`config.mk`:
```
export PLATFORM = sky130hd
export DESIGN_NAME = tmt_divider
export DESIGN_NICKNAME = d
export VERILOG_FILES = /design/src/rtl/tmt_divider.sv
export SDC_FILE = /design/constraint.sdc
export NUM_CORES = 1
export LEC_CHECK = 0
export BUFFER_PORTS_ARGS = -buffer_cell sky130_fd_sc_hd__buf_4
export CORE_MARGIN = 1.5
export CORE_UTILIZATION = 49
export CTS_BUF_LIST = sky130_fd_sc_hd__clkbuf_8
export DETAILED_ROUTE_END_ITERATION = 8
export GPL_ROUTABILITY_DRIVEN = 0
export PLACE_DENSITY = 0.78
export SETUP_SLACK_MARGIN = 0.02
export SLEW_MARGIN = 15
export SYNTH_ARGS = -nofsm -noshare
export SYNTH_HDL_FRONTEND = slang
export SYNTH_SLANG_ARGS = --single-unit
```
`constraint.sdc`:
```
create_clock -name clk -period 3.4 [get_ports clk]
set_input_delay 0.34 -clock clk [delete_from_list [all_inputs] [get_ports clk]]
set_output_delay 0.34 -clock clk [all_outputs]
set_load 0.01 [all_outputs]
```
`src/rtl/tmt_divider.sv`:
```
// Restoring divider for the running latency average, one quotient bit per cycle.
module tmt_divider (
	input  logic        clk,
	input  logic        arst_n,
	input  logic        start,
	input  logic [55:0] dividend,
	input  logic [32:0] divisor,
	output logic        done,
	output logic [23:0] quotient
);
	logic [55:0] q_q;
	logic [33:0] r_q;
	logic [5:0]  cnt_q;
	logic        busy_q;
	logic [33:0] trial;
	assign trial = {r_q[32:0], q_q[55]} - {1'b0, divisor};

	// shift in one dividend bit and subtract when it fits
	always_ff @(posedge clk or negedge arst_n) begin
		if (!arst_n) begin
			busy_q <= 1'b0;
			done   <= 1'b0;
			cnt_q  <= '0;
		end else begin
			done <= 1'b0;
			if (start) begin
				busy_q <= 1'b1;
				q_q    <= dividend;
				r_q    <= '0;
				cnt_q  <= 6'd55;
			end else if (busy_q) begin
				if (trial[33]) r_q <= {r_q[32:0], q_q[55]};
				else           r_q <= trial;
				q_q <= {q_q[54:0], ~trial[33]};
				cnt_q <= cnt_q - 6'd1;
				if (cnt_q == '0) begin
					busy_q <= 1'b0;
					done   <= 1'b1;
				end
			end
		end
	end
	assign quotient = q_q[23:0];
endmodule

```
==> Word level (Yosys, flattened, before mapping) <==
Index checks and enable logic that the tools add are counted.
{ "word_totals": {"elab_cells": 23, "ff_bits": 98} }
{ "op_classes": {"n_mux": 12, "add_sub_neg": 2, "reduce_logical": 3, "bitwise": 1} }
{ "ops": {"columns": ["operator", "n"], "rows": [
  ["56-bit 2-to-1 mux", 2],
  ["34-bit 2-to-1 mux", 2],
  ["34-bit by 33-bit subtractor with 34-bit output", 1],
  ["6-bit 2-to-1 mux", 2],
  ["6-bit zero test", 1],
  ["1-bit 2-to-1 mux", 6],
  ["6-bit by 1-bit subtractor with 6-bit output, second input constant", 1],
  ["2-bit AND reduction", 1],
  ["2-bit nonzero test", 1],
  ["1-bit inverter", 1]
]} }

==> Logic depth before layout (Yosys ltp) <==
{ "logic_depth": {"word_depth": 4, "depth_mapped": 14} }

==> Worst setup path before layout <==
OpenSTA, ideal clock, no wires.
{ "synth_path": {"path_type": "input port to flip-flop", "start": "in start", "end": "reg q_q[0], enable pin", "t_arrival_ns": 3.249, "path_stages": 3, "path_slack_ns": -0.325, "required_ns": 2.924, "n_path_buf": 1, "path_cell_list": "clkbuf_1 nor2_1 nor2b_1"} }
{ "synth_via": {"elab_chain_cells": 2} }
{ "synth_lines": {"columns": ["element", "line_no", "source"], "rows": [
  ["start: declaration", "5", "input logic start,"],
  ["2-bit nonzero test (no source line)", null, null],
  ["2-bit AND reduction (no source line)", null, null],
  ["end signal: assignment", "28", "q_q <= dividend;"],
  ["end signal: assignment", "34", "q_q <= {q_q[54:0], ~trial[33]};"],
  ["end: declaration", "11", "logic [55:0] q_q;"]
]} }
Every way passes these cells.
A chain may end at the register's enable or synchronous reset.

==> Final worst setup path <==
{ "layout_path": {"start": "reg r_q[14]", "end": "reg r_q[32] (data pin)"} }
{ "layout_via": {"elab_chain_cells": 3} }
{ "layout_lines": {"columns": ["element", "line_no", "source"], "rows": [
  ["start: declaration", "12", "logic [33:0] r_q;"],
  ["start signal: assignment", "32", "if (trial[33]) r_q <= {r_q[32:0], q_q[55]};"],
  ["start signal: assignment", "33", "else r_q <= trial;"],
  ["34-bit by 33-bit subtractor with 34-bit output", "16", "assign trial = {r_q[32:0], q_q[55]} - {1'b0, divisor};"],
  ["34-bit 2-to-1 mux", "32", null],
  ["34-bit 2-to-1 mux", "31", "end else if (busy_q) begin"]
]} }
Every way passes these cells.

==> results.yml <==
logic_synthesis:
  syn_avg_cell_area_um2: 10.4
  synth_edf_count: 89
  yosysMostFrequentCell: "edfxtp_1"
  netlist_area_um2: 6640
  ys_top_cells_by_area: "edfxtp_1 (40%), mux2_2 (9.5%), ha_1 (6.6%)"
  synth_ff_type: "edfxtp_1"
  synth-async-reset-ratio_pct: 8.25
  synth_common_cells: "edfxtp_1 (89), mux2_2 (56), nor2_1 (54)"
  synth_top_cell_by_area: "edfxtp_1"
  synth-seq-area-share_pct: 43.3
  synthCells: 635
  yosys_warnings: 0
  ys_seq_elements: 97
  syn_nets: 763
  ys_types: 61
  yosysTopAreaCellShare_pct: 40.3
clocking:
  clockBufferDepth: 2
  cts_setup_buffers: 0
  clkSinkCount: 97
  cts_tree: "yes"
  cts.repair.resized: 0
  ctsHoldBuffers: 0
  cts.clk_slew.worst_paths_ns: 0.09
  h-tree-depth: 3
  insertion_delay_ns: 0.38
  cts_root_buf: "clkbuf_8"
  cts_made_buffers: 9
global_routing:
  grt_pass1_vias: 5093
  grt_max_degree: 62
  gr-usage-all-layers_pct: 21.0
  antenna_found_initial: 0
  grt_remaining_overflow: 0
  grt_pass1_wl_mm: 24.2
pwr:
  finalPower_mw: 3.81
  clock_power_share_pct: 19.4
  power_switching_share_pct: 33.4
  switchingPower_mw: 1.27
  max-vdd-ir-drop_uv: 241
  p_int_mw: 2.54
  combPwrFrac_pct: 39.2
  p_seq_share_pct: 41.4
  p_per_area_nw_per_um2: 493
  cellLeakagePower_nw: 3.30
critical_path:
  worstPathArrival_ns: 3.31
  end_kind: "flop"
  path_delay_family: "compound AO/OA/AOI/OAI gates"
  path_common_cell: "and3_1"
  cp_max_fo: 8
  critPathKind: "reg -> reg"
  cpPeakStageDelay_ns: 0.44
  start_kind: "flop"
  crit_chain: "ha_1, a2111oi_2, o21ai_1, a221o_1, and3_1, o311ai_2, a21oi_2, and3_1, o41ai_1, a21oi_1"
  worst-path-buf-inv: 0
  cpMaxStageDelayCell: "edfxtp_1"
  required_ns: 3.50
final_layout:
  synthToLayoutAreaGrowth_pct: 16.5
  n_fill_cell: 1146
  drive_gt1_share_pct: 29.1
  regArea_um2: 2870
  multi_input_area_um2: 3310
  n_antenna_cell: 0
  final_nets: 850
sta:
  fmax_mhz: 311
  finalCritPeriodShare_pct: 94.5
  setup-violations-final: 0
  worst_pin_slew_ns: 0.775
  rsz0062_at_grt: "false"
  finalWorstPathRequiredPeriod_ns: 3.21
  slew_headroom_pct: 48.1
  setup_tns_ns: 0
  skew_ns: 0.0160
  drv_slew: 0
  hold_violations: 0
drt:
  vias_per_cell: 5.58
  highest_layer: "met4"
  routed_wl_mm: 14.5
  met2_wirelength_mm: 6.79
  route.detailed.drc: 0
  drt_iter0_markers: 294
  wl_met3_mm: 1.07
  vias: 5030
  drt-pass1-iter-count: 5
  antenna_left: 0
  wl_met1_mm: 6.30
  wl_per_cell_um: 16.1
placement:
  io_buffer_count: 116
  dpl.hpwl_mm: 10.5
floorplan:
  dieWidth_um: 119
  dieArea_um2: 14200
  initial_utilization_pct: 50.1
  coreArea_um2: 13200
  ios: 117
  die_h_um: 119
  rows: 42
job:
  maxCapViolCount: 0
worst_hold_path:
  holdCritPathClass: "in -> async"
outcome:
  status: "completed"
[area by class of cell]
cell class | instances | share of cell area [%]
Clock inverter | 5 | 0.761
Inverter | 44 | 2.14
Timing Repair Buffer | 127 | 12.7
Multi-Input combinational cell | 443 | 42.8
Sequential cell | 97 | 37.2
Clock buffer | 9 | 1.60
Tap cell | 176 | 2.85
[registers in the layout, indices dropped and copies added (netlist names)]
| register | cells |
|---|---|
| done | 1 |
| busy_q | 1 |
| cnt_q | 6 |
| r_q | 33 |
| q_q | 56 |
[layer usage]
layer / vias up / GRT usage, %
met2: 174 / 34.3
met3: 31 / 5.41
met1: 2361 / 26.8
met4: 0 / 8.56
met5: - / 0
li1: 2464 / -
[layout by cell type, fill, tap and decap left out, drive strengths merged, types with 5 or more instances in the layout]
| master | Yosys | layout |
|---|---|---|
| buf | 34 | 127 |
| edfxtp | 89 | 89 |
| mux2 | 56 | 56 |
| nor2 | 54 | 54 |
| inv | 43 | 43 |
| nand2 | 43 | 43 |
| a21oi | 39 | 39 |
| ha | 35 | 35 |
| a211oi | 25 | 25 |
| mux2i | 24 | 24 |
| o21ai | 22 | 22 |
| xnor2 | 17 | 17 |
| a21o | 13 | 13 |
| xor2 | 13 | 13 |
| nand3 | 12 | 12 |
| and3 | 11 | 11 |
| nor3 | 11 | 11 |
| nand2b | 9 | 9 |
| clkbuf | 17 | 9 |
| dfrtp | 8 | 8 |
| nor2b | 6 | 6 |
| o211ai | 5 | 5 |
[worst paths after layout]
path	start	to	depth (start not counted)	slack, ns
max	r_q[14]	r_q[32]	10	0.19
min	arst_n	cnt_q[0]	2	0.09
max reg2reg	r_q[14]	r_q[32]	10	0.19
min reg2reg	cnt_q[4]	done	1	0.54
max in group asynchronous	arst_n	done	2	2.94
min in group clk	dividend[47]	q_q[47]	2	0.25
[per-stage QoR]
step                      utilization, %  cell area, um^2  cells  worst slack [ns]  hold slack, ns
after floorplan                        -             6640    635             0.456          0.0444
after global placement              56.9             7540    887             0.180           0.483
after detailed placement            56.9             7540    887            0.0762           0.489
after CTS                           58.3             7720    901             0.145          0.0690
after global routing                58.4             7730    901            0.0343          0.0994
final                               58.4             7730    901             0.187          0.0876
[power groups by stage]
stage | combinational (mW) | clock [mW] | sequential [mW]
CTS | 1.48 | 0.769 | 1.58
global placement | 1.43 | 0 | 1.60
detailed placement | 1.48 | 0 | 1.60
global route | 1.65 | 0.806 | 1.60
finish | 1.50 | 0.739 | 1.58
floorplan | 1.15 | 0 | 1.57
[worst reg2reg max path: cells and delay by family, from the launching register on]
kind / cells / cell delay (ns)
flip-flops: 1 / 0.44
adder cells (fa/ha/maj): 1 / 0.42
AO/OA/AOI/OAI: 7 / 1.66
AND/OR/NAND/NOR: 2 / 0.43
[cell families (layout without fill, tap and decap cells)]
kind of cell,after synthesis,after routing,synth area share (%)
compound gates,131,131,13.5
flops,97,97,43.3
buf+inv,95,185,7.22
fa+ha+maj,36,36,6.90
simple gates,166,166,11.9
xor+xnor,30,30,4.07
mux,80,80,13.1
Note: power is estimated with default switching activity, not from simulation.
