### config.mk
export PLATFORM = sky130hd
export DESIGN_NAME = tmt_cell
export DESIGN_NICKNAME = d
export VERILOG_FILES = /design/src/rtl/tmt_pkg.sv /design/src/rtl/tmt_cell.sv
export SDC_FILE = /design/constraint.sdc
export NUM_CORES = 1
export LEC_CHECK = 0
export BUFFER_PORTS_ARGS = -buffer_cell sky130_fd_sc_hd__buf_2
export CELL_PAD_IN_SITES_DETAIL_PLACEMENT = 0
export CELL_PAD_IN_SITES_GLOBAL_PLACEMENT = 1
export CORE_ASPECT_RATIO = 0.75
export CORE_MARGIN = 4
export CORE_UTILIZATION = 30
export CTS_CLUSTER_DIAMETER = 100
export DETAILED_ROUTE_END_ITERATION = 10
export PLACE_DENSITY_LB_ADDON = 0.08
export SYNTH_ARGS = -nofsm -noshare
export SYNTH_HDL_FRONTEND = slang
export SYNTH_SLANG_ARGS = --single-unit
### constraint.sdc
create_clock -name clk -period 7.66 [get_ports clk]
set_input_delay 0.383 -clock clk [delete_from_list [all_inputs] [get_ports clk]]
set_output_delay 0.383 -clock clk [all_outputs]
set_load 0.005 [all_outputs]
### src/rtl/tmt_pkg.sv
// Shared types and constants of the timestamp mapping table.
package tmt_pkg;
	localparam logic [1:0] MODE_ADD     = 2'd0;
	localparam logic [1:0] MODE_LOOKUP  = 2'd1;
	localparam logic [1:0] MODE_CLEANUP = 2'd2;
	localparam logic [1:0] MODE_PLAYOUT = 2'd3;
	localparam logic [15:0] TOL_RESET   = 16'd100;
	localparam logic [19:0] US_PER_S    = 20'd1000000;

	// one stored mapping
	typedef struct packed {
		logic        vld;
		logic [31:0] its;
		logic [31:0] ots;
		logic [47:0] arr;
	} entry_t;

	// per-cycle command broadcast along the row
	typedef struct packed {
		logic        shift;    // shift toward slot 0 by one
		logic        load;     // write new entry into first free slot
		logic        compact;  // one compaction step
		logic [47:0] cutoff;
		logic [31:0] its;
		logic [31:0] ots;
		logic [47:0] arr;
	} cmd_t;
endpackage

### src/rtl/tmt_cell.sv
// One slot of the mapping row: holds an entry and hands it to its lower neighbor.
module tmt_cell (
	input  logic             clk,
	input  logic             arst_n,
	input  tmt_pkg::cmd_t    cmd,
	input  tmt_pkg::entry_t  upper,     // neighbor above (newer)
	input  logic             lower_vld, // neighbor below valid
	input  logic             drop_below,// some cell below drops this step
	output tmt_pkg::entry_t  ent,
	output logic             drop       // this cell is stale in compaction
);
	tmt_pkg::entry_t ent_q;
	assign ent = ent_q;
	assign drop = ent_q.vld && (ent_q.arr < cmd.cutoff);

	// advance the row: full shift, load at first free, or compaction step
	always_ff @(posedge clk or negedge arst_n) begin
		if (!arst_n) begin
			ent_q.vld <= 1'b0;
		end else if (cmd.shift || (cmd.compact && (drop_below || drop))) begin
			ent_q <= upper;
		end else if (cmd.load && !ent_q.vld && lower_vld) begin
			ent_q <= '{vld: 1'b1, its: cmd.its, ots: cmd.ots, arr: cmd.arr};
		end
	end
endmodule

After elaboration in Yosys (flattened, before gate mapping):

Cells that the tools add are included.

* word-level logic and storage cells: 16
* output and inout port bits: 114
* input port bits: 280
* flip-flop bits (word level): 113

* reduce and logical (&&, ||, !) cells: 9
* mux-type cells: 2
* magnitude comparators: 1

Operators with widths (number)
* $mux 113: 2
* $lt 48x48->1: 1
* $logic_and 1x1->1: 4
* $logic_or 1x1->1: 2
* $reduce_and 2->1: 1
* $reduce_bool 2->1: 1
* $logic_not 1->1: 1

Depth between registers and ports, before layout:

Gate-level depths: netlist (run 1).

* word-level depth: 7
* gate-level depth with buffers: 11
* depth with buffers taken out: 9

Worst setup path after synthesis (run 1):

No wires, ideal clock.

* path kind: input-to-reg
* from: in cmd[118] (netlist bit)
* to: reg ent_q, in the netlist ent[0] (enable)
* setup time: 0.597 ns
* buffers on the path: 0
* arrival: 6.889 ns
* setup slack: 0.174 ns
* stages on the path: 9
* required time: 7.063 ns
* cells stage by stage: inv_1 ha_1 a21o_1 a211oi_1 o21ai_1 a2111o_1 a31oi_2 a21oi_1 nor2b_1

* word-level cells in the longest chain between the ends: 7

RTL lines
* from (decl): line tmt_cell.sv:5 `input tmt_pkg::cmd_t cmd,`
* $lt 48x48->1: line tmt_cell.sv:14 `assign drop = ent_q.vld && (ent_q.arr < cmd.cutoff);`
* $logic_and 1x1->1: line tmt_cell.sv:14
* $logic_or 1x1->1: line tmt_cell.sv:20 `end else if (cmd.shift || (cmd.compact && (drop_below || drop))) begin`
* $logic_and 1x1->1: line tmt_cell.sv:20
* $logic_or 1x1->1: line tmt_cell.sv:20
* $reduce_bool 2->1 (no source line)
* $reduce_and 2->1 (no source line)
* to (signal assigned): line tmt_cell.sv:21 `ent_q <= upper;`
* to (signal assigned): line tmt_cell.sv:23 `ent_q <= '{vld: 1'b1, its: cmd.its, ots: cmd.ots, arr: cmd.arr};`
* to (decl): line tmt_cell.sv:12 `tmt_pkg::entry_t ent_q;`

Every way passes these cells.
A chain may end at the register's enable or synchronous reset.

Worst setup path after layout (run 1):

* from: reg ent_q, in the netlist ent[6]
* to: reg ent_q, in the netlist ent[97] (enable)

* word-level cells in the longest chain between the ends: 7

RTL lines (line)
* $lt 48x48->1: tmt_cell.sv:14
* $logic_and 1x1->1: tmt_cell.sv:14
* $logic_or 1x1->1: tmt_cell.sv:20
* $logic_and 1x1->1: tmt_cell.sv:20
* $logic_or 1x1->1: tmt_cell.sv:20
* $reduce_bool 2->1 (no source line)
* $reduce_and 2->1 (no source line)

Every way passes these cells.

==> impl_metrics.csv, run 1 <==
group,metric,value,unit
finish,postLayoutCellArea,9150,sq um
placed_design,io_buffers,393,
floorplanning,io_pins,394,
clocking,cts_tree,"built",
synthesis,synth-simple-area-share,3.65,%
timing,min_period,3.73,ns
worst_setup_path,slowest_stage,"buf_4",
timing,timing.final.ws_setup,3.93,ns
synthesis,syn_area,6340,sq um
grt,track_usage,16.4,%
route,drt-initial-drc-count,165,
power,power_leakage,4.45,nW
synthesis,synth_compound_area_share,4.71,%
clocking,post_cts_resized,0,
min_path,hold_depth,2,
floorplanning,start_util,31.0,%
timing,hold_violations,0,
placed_design,place_congestion,0.818,
worst_setup_path,worstRegToRegCells,9,
route,ant_nets,0,
worst_setup_path,max_stage_delay,0.62,ns
clocking,cts-htree-levels,4,
timing,skew,0.0119,ns
min_path,worst_hold_path_type,"input port to flop",
synthesis,postSynthCellCount,408,
worst_setup_path,worstReg2RegEnd,"ent[97]$_DFFE_PP_",
synthesis,ys_seq_area_share,53.4,%
route,vias_per_cell,4.34,
route,wl_per_cell,18.0,microns
finish,final_common_cell,"buf_2",
finish,layout_common_cells,"buf_2, edfxtp_1, mux2_4, inv_1, ha_1",
finish,n_fill_cell,1982,
grt,first_global_vias,5197,
timing,finalSetupViolations,0,
timing,maxSlewHeadroom,44.5,%
timing,hold_ws,0.198,ns
worst_setup_path,arrival,3.78,ns
power,ir_worst_vdd,0.133,mV
worst_setup_path,cp_data_required_time,7.71,ns
worst_setup_path,path_cells,"ha_1, a21o_1, a211oi_1, o21ai_1, a2111o_1, a31oi_2, a21oi_1, nor2b_4, buf_4",
route,drc,0,
clocking,clockBufferDepth,2,
clocking,path_clk_slew,0.06,ns
worst_setup_path,path_max_fanout,48,
run_status,outcome,"complete, no violations",
synthesis,yosysUniqueCellTypes,38,
finish,fin_nets,1139,
route,drtPass1Iterations,6,
worst_setup_path,reg2reg_from,"ent[6]$_DFFE_PP_",
grt,grt_first_pass_wirelength,29100,microns
synthesis,synth_fa_ha_area_share,9.27,%
job,drv_cap,0,
synthesis,yosysWarnings,0,
timing,worst_pin_slew,0.833,ns
timing,rsz0062_at_grt,"no",
timing,setup_tns,0,ns
grt,grt_max_degree,112,
placed_design,dp_slack,3.75,ns
floorplanning,die_area,23600,sq um
finish,fin_util,44.6,%
placed_design,placedInstanceArea,8570,sq um
grt,gr-total-overflow,0,
route,wl,20000,microns
grt,grt_antenna_before_repair,3,
worst_setup_path,criticalPathCategory,"flop to flop",
timing,post-route-period-util,48.7,%
floorplanning,die_h,134,microns
synthesis,synth_top_family_by_area,"multiplexers",
placed_design,dp_hpwl,16400,microns
clocking,numCtsBuffers,17,
clocking,clock_latency,0.41,ns
finish,largest_reg_flops,113,
worst_setup_path,startpoint_type,"flop",
finish,layout-drive-gt1-share,66.2,%
finish,synthToLayoutAreaGrowth,44.2,%
worst_setup_path,reg2reg_slack,3.93,ns
worst_setup_path,setup.worst_path.start,"ent[6]$_DFFE_PP_",
min_path,hold_path_end,"ent[112]$_DFFE_PN0P_",
clocking,cts_root_buf,"clkbuf_16",
synthesis,synth.area.mux_share,24.0,%
timing,max_freq,268,MHz
floorplanning,core,20500,sq um
min_path,min_from,"upper[112]",
timing,maxSlewViolCount,0,
worst_setup_path,endpoint_kind,"flop",
synthesis,ys_seq_elements,113,
synthesis,synth-xor-area-share,0,%
floorplanning,die_x,176,microns
route,via_count,4812,
synthesis,syn_nets,735,
synthesis,avgSynthCellArea,15.5,sq um
clocking,clock-sinks,113,
floorplanning,rows,45,
power,p_per_area,205,nW/um^2
-- power breakdown --
group	internal, mW	switching [mW]
combinational	0.197	0.151
clock	0.449	0.306
sequential	0.749	0.0198
-- timing repair --
item | in CTS | in global routing
setup endpoints to repair | 0 | 0
setup buffers | 0 | 0
hold endpoints to repair | 1 | 0
hold buffers | 1 | 0
-- Yosys cell counts --
| cell type | number | share of area (%) |
|---|---|---|
| edfxtp_1 | 112 | 53 |
| mux2_4 | 69 | 16 |
| inv_1 | 49 | 2.9 |
| ha_1 | 47 | 9.3 |
| mux2_2 | 43 | 7.6 |
| a21oi_1 | 14 | 1.1 |
| nand4_1 | 8 | 0.79 |
| nand3_1 | 7 | 0.55 |
| a21o_1 | 6 | 0.71 |
| buf_8 | 6 | 1.4 |
| and3_1 | 4 | 0.39 |
| buf_2 | 4 | 0.32 |
| nand2_1 | 4 | 0.24 |
| o21ai_0 | 4 | 0.32 |
| nor2b_1 | 3 | 0.30 |
| o21a_1 | 3 | 0.36 |
| a211oi_1 | 2 | 0.24 |
| a221o_1 | 2 | 0.32 |
| buf_6 | 2 | 0.36 |
| a2111o_1 | 1 | 0.18 |
| a2111oi_4 | 1 | 0.43 |
| a21boi_0 | 1 | 0.12 |
| a21boi_4 | 1 | 0.30 |
| a221oi_1 | 1 | 0.14 |
| a2bb2oi_1 | 1 | 0.14 |
| a31oi_1 | 1 | 0.099 |
| a31oi_2 | 1 | 0.20 |
| and4_1 | 1 | 0.14 |
| dfrtp_1 | 1 | 0.39 |
| nand2b_4 | 1 | 0.22 |
| nand3b_1 | 1 | 0.12 |
| nor2_1 | 1 | 0.059 |
| nor3_1 | 1 | 0.079 |
| nor4_4 | 1 | 0.34 |
| nor4bb_1 | 1 | 0.16 |
| o21ai_1 | 1 | 0.079 |
| or3_1 | 1 | 0.099 |
| or4_4 | 1 | 0.18 |
-- routing by layer --
metal / up-vias / global-route usage, % / wire length (microns)
met2: 210 / 29.1 / 10200
met4: 4 / 5.54 / 379
met1: 2212 / 17.2 / 7220
met3: 30 / 7.75 / 2160
li1: 2356 / - / -
met5: - / 0 / 21
-- final cells by class --
type	count	area (sq um)	area share, %
sequential	113	3390	37.1
clock inverter	15	134	1.46
antenna	1	2.50	0.0274
inverter	49	184	2.01
multi-input combinational	234	2650	28.9
tap	282	353	3.86
timing repair buffer	397	2010	22.0
clock buffer	17	425	4.65
-- cell families after synthesis --
group / count (synthesis)
flip-flops: 113
AND/OR/NAND/NOR: 35
adder cells (fa/ha/maj): 47
buffers and inverters: 61
multiplexers: 112
AO/OA/AOI/OAI: 40
-- critical path, delay by kind of cell (launching register included) --
family                     cells  cell delay [ns]
buffers and inverters          1             0.62
AOI/OAI and AO/OA              6             1.43
and+or+nand+nor                1             0.55
adders and majority gates      1             0.31
DFF                            1             0.42
-- through the flow --
step                      std cells  total power [mW]
after floorplan                 408             0.981
after global placement         1074              1.13
after detailed placement       1074              1.14
after CTS                      1107              1.90
after global routing           1108              1.96
final                          1108              1.87
-- how the worst max path moves through the flow --
stage                              endpoint  slack [ns]
final                     ent[97]$_DFFE_PP_        3.93
after global routing      ent[97]$_DFFE_PP_        3.65
after CTS                 ent[97]$_DFFE_PP_        3.83
after detailed placement  ent[80]$_DFFE_PP_        3.75
after global placement    ent[74]$_DFFE_PP_        3.81
after floorplan            ent[0]$_DFFE_PP_        0.17
Note: power is estimated with default switching activity, not from simulation.
==> run 2: changes to the inputs <==
--- a/config.mk
+++ b/config.mk
@@ -10,7 +10,7 @@
 export CELL_PAD_IN_SITES_GLOBAL_PLACEMENT = 1
 export CORE_ASPECT_RATIO = 0.75
 export CORE_MARGIN = 4
-export CORE_UTILIZATION = 30
+export CORE_UTILIZATION = 33
 export CTS_CLUSTER_DIAMETER = 100
 export DETAILED_ROUTE_END_ITERATION = 10
 export PLACE_DENSITY_LB_ADDON = 0.08
==> constraint.sdc (replaced) <==
create_clock -name clk -period 3.52 [get_ports clk]
set_input_delay 0.176 -clock clk [delete_from_list [all_inputs] [get_ports clk]]
set_output_delay 0.176 -clock clk [all_outputs]
set_load 0.005 [all_outputs]
==> run 2 against run 1 <==
Sequential share of layout area is 0.18 points lower. Clock-buffer cell count did not move. Power rose by 120%. Worst hold slack worse by 0.14 ns. Critical path depth did not move. Critical path type unchanged. Clock power grew 120%.
==> impl_metrics.csv, run 2 (synthesis gave the netlist of run 1 again) <==
group,metric,value,unit
route,drc,0,
finish,n_fill_cell,1723,
floorplanning,start_util,34.0,%
worst_setup_path,endpoint_kind,"flop",
floorplanning,rows,43,
grt,grt_max_degree,58,
min_path,worst_hold_path_type,"input port to flop",
timing,timing.final.ws_setup,0.196,ns
power,power.total,4.11,mW
timing,hold_violations,0,
route,vias_per_cell,4.48,
grt,grt_first_pass_wirelength,28800,microns
floorplanning,core,18700,sq um
worst_setup_path,path_max_fanout,57,
grt,track_usage,17.7,%
timing,post-route-period-util,94.4,%
clocking,clock_latency,0.41,ns
worst_setup_path,criticalPathCategory,"flop to flop",
finish,postLayoutCellArea,9190,sq um
min_path,min_from,"upper[56]",
timing,worst_pin_slew,0.461,ns
placed_design,dp_hpwl,16400,microns
grt,grt_antenna_before_repair,1,
finish,ff_latch_area,3390,sq um
power,p_per_area,447,nW/um^2
clocking,numCtsBuffers,17,
worst_setup_path,startpoint_type,"flop",
timing,maxSlewHeadroom,69.2,%
route,wl,19900,microns
route,ant_nets,0,
run_status,outcome,"complete, no violations",
clocking,cts_root_buf,"clkbuf_16",
floorplanning,die_area,21500,sq um
worst_setup_path,cp_data_required_time,3.68,ns
worst_setup_path,reg2reg_from,"ent[46]$_DFFE_PP_",
placed_design,dp_slack,0.195,ns
finish,fin_nets,1142,
finish,fin_util,49.2,%
finish,largest_reg_flops,113,
clocking,clock-sinks,113,
clocking,post_cts_buffers,0,
clocking,cts-htree-levels,4,
placed_design,io_buffers,393,
timing,rsz0062_at_grt,"no",
clocking,path_clk_slew,0.07,ns
finish,instances_no_fill,1077,
route,wl_per_cell,18.5,microns
finish,synthToLayoutAreaGrowth,44.9,%
finish,layout_common_cells,"buf_2, edfxtp_1, mux2_4, inv_1, ha_1",
timing,min_period,3.32,ns
route,drtPass1Iterations,4,
grt,first_global_vias,5286,
timing,setup_tns,0,ns
timing,hold_ws,0.0589,ns
placed_design,place_congestion,0.831,
job,drv_cap,0,
route,via_count,4830,
worst_setup_path,arrival,3.48,ns
floorplanning,die_x,168,microns
timing,finalSetupViolations,0,
finish,layout-drive-gt1-share,66.4,%
finish,final_common_cell,"buf_2",
grt,gr-total-overflow,0,
clocking,cts_tree,"built",
timing,max_freq,301,MHz
worst_setup_path,setup.worst_path.start,"ent[46]$_DFFE_PP_",
timing,skew,0.0124,ns
finish,multi_input_area,2660,sq um
timing,maxSlewViolCount,0,
route,drt-initial-drc-count,185,
placed_design,placedInstanceArea,8590,sq um
placed_design,place_inst,1041,
power,ir_worst_vdd,0.291,mV
power,power_leakage,4.49,nW
clocking,clockBufferDepth,2,
floorplanning,die_h,128,microns
floorplanning,io_pins,394,
==> run 2: timing repair <==
action | CTS | global route
gates resized for setup | 0 | 0
hold buffers | 2 | 0
hold endpoints to repair | 2 | 0
==> run 2: routing by layer <==
metal / routed length, microns / vias up / GRT usage [%]
met5: 0 / - / 0
li1: - / 2368 / -
met1: 6960 / 2243 / 17.4
met4: 255 / 0 / 4.82
met3: 2050 / 15 / 8.54
met2: 10600 / 204 / 33.4
==> run 2: worst max-delay path, cell delays in order (launching register included) <==
cell and delay [ns]:
edfxtp_1 0.41, ha_1 0.31, nand4_1 0.16, or4_4 0.59, nor4_4 0.22, nor2b_1 0.27, a31oi_4 0.07, a21boi_4 0.25
buf_12 0.37, mux2_2 0.38
==> run 2: area by class of cell <==
cell class	instances	share of cell area, %
clock inverter	15	1.57
antenna	2	0.0545
multi-input combinational	234	28.9
timing repair buffer	400	22.6
inverter	49	2.00
clock buffer	17	4.63
tap	247	3.36
sequential	113	36.9
==> run 2: final timing paths <==
kind / to / slack, ns / cells after the start
setup reg to reg: ent[40]$_DFFE_PP_ / 0.20 / 9
hold reg to reg: ent[112]$_DFFE_PN0P_ / 0.67 / 2
hold / removal: ent[56]$_DFFE_PP_ / 0.06 / 2
min in group asynchronous: ent[112]$_DFFE_PN0P_ / 0.16 / 2
setup / recovery: ent[40]$_DFFE_PP_ / 0.20 / 9
max in group asynchronous: ent[112]$_DFFE_PN0P_ / 3.27 / 2
==> run 2: report_power, final <==
group          internal, mW  total [mW]  switching, mW  leakage [nW]
Combinational         0.438       0.770          0.333          3.12
Sequential             1.63        1.67         0.0399          1.08
Clock                 0.990        1.67          0.682         0.281
Total                  3.06        4.11           1.05          4.49
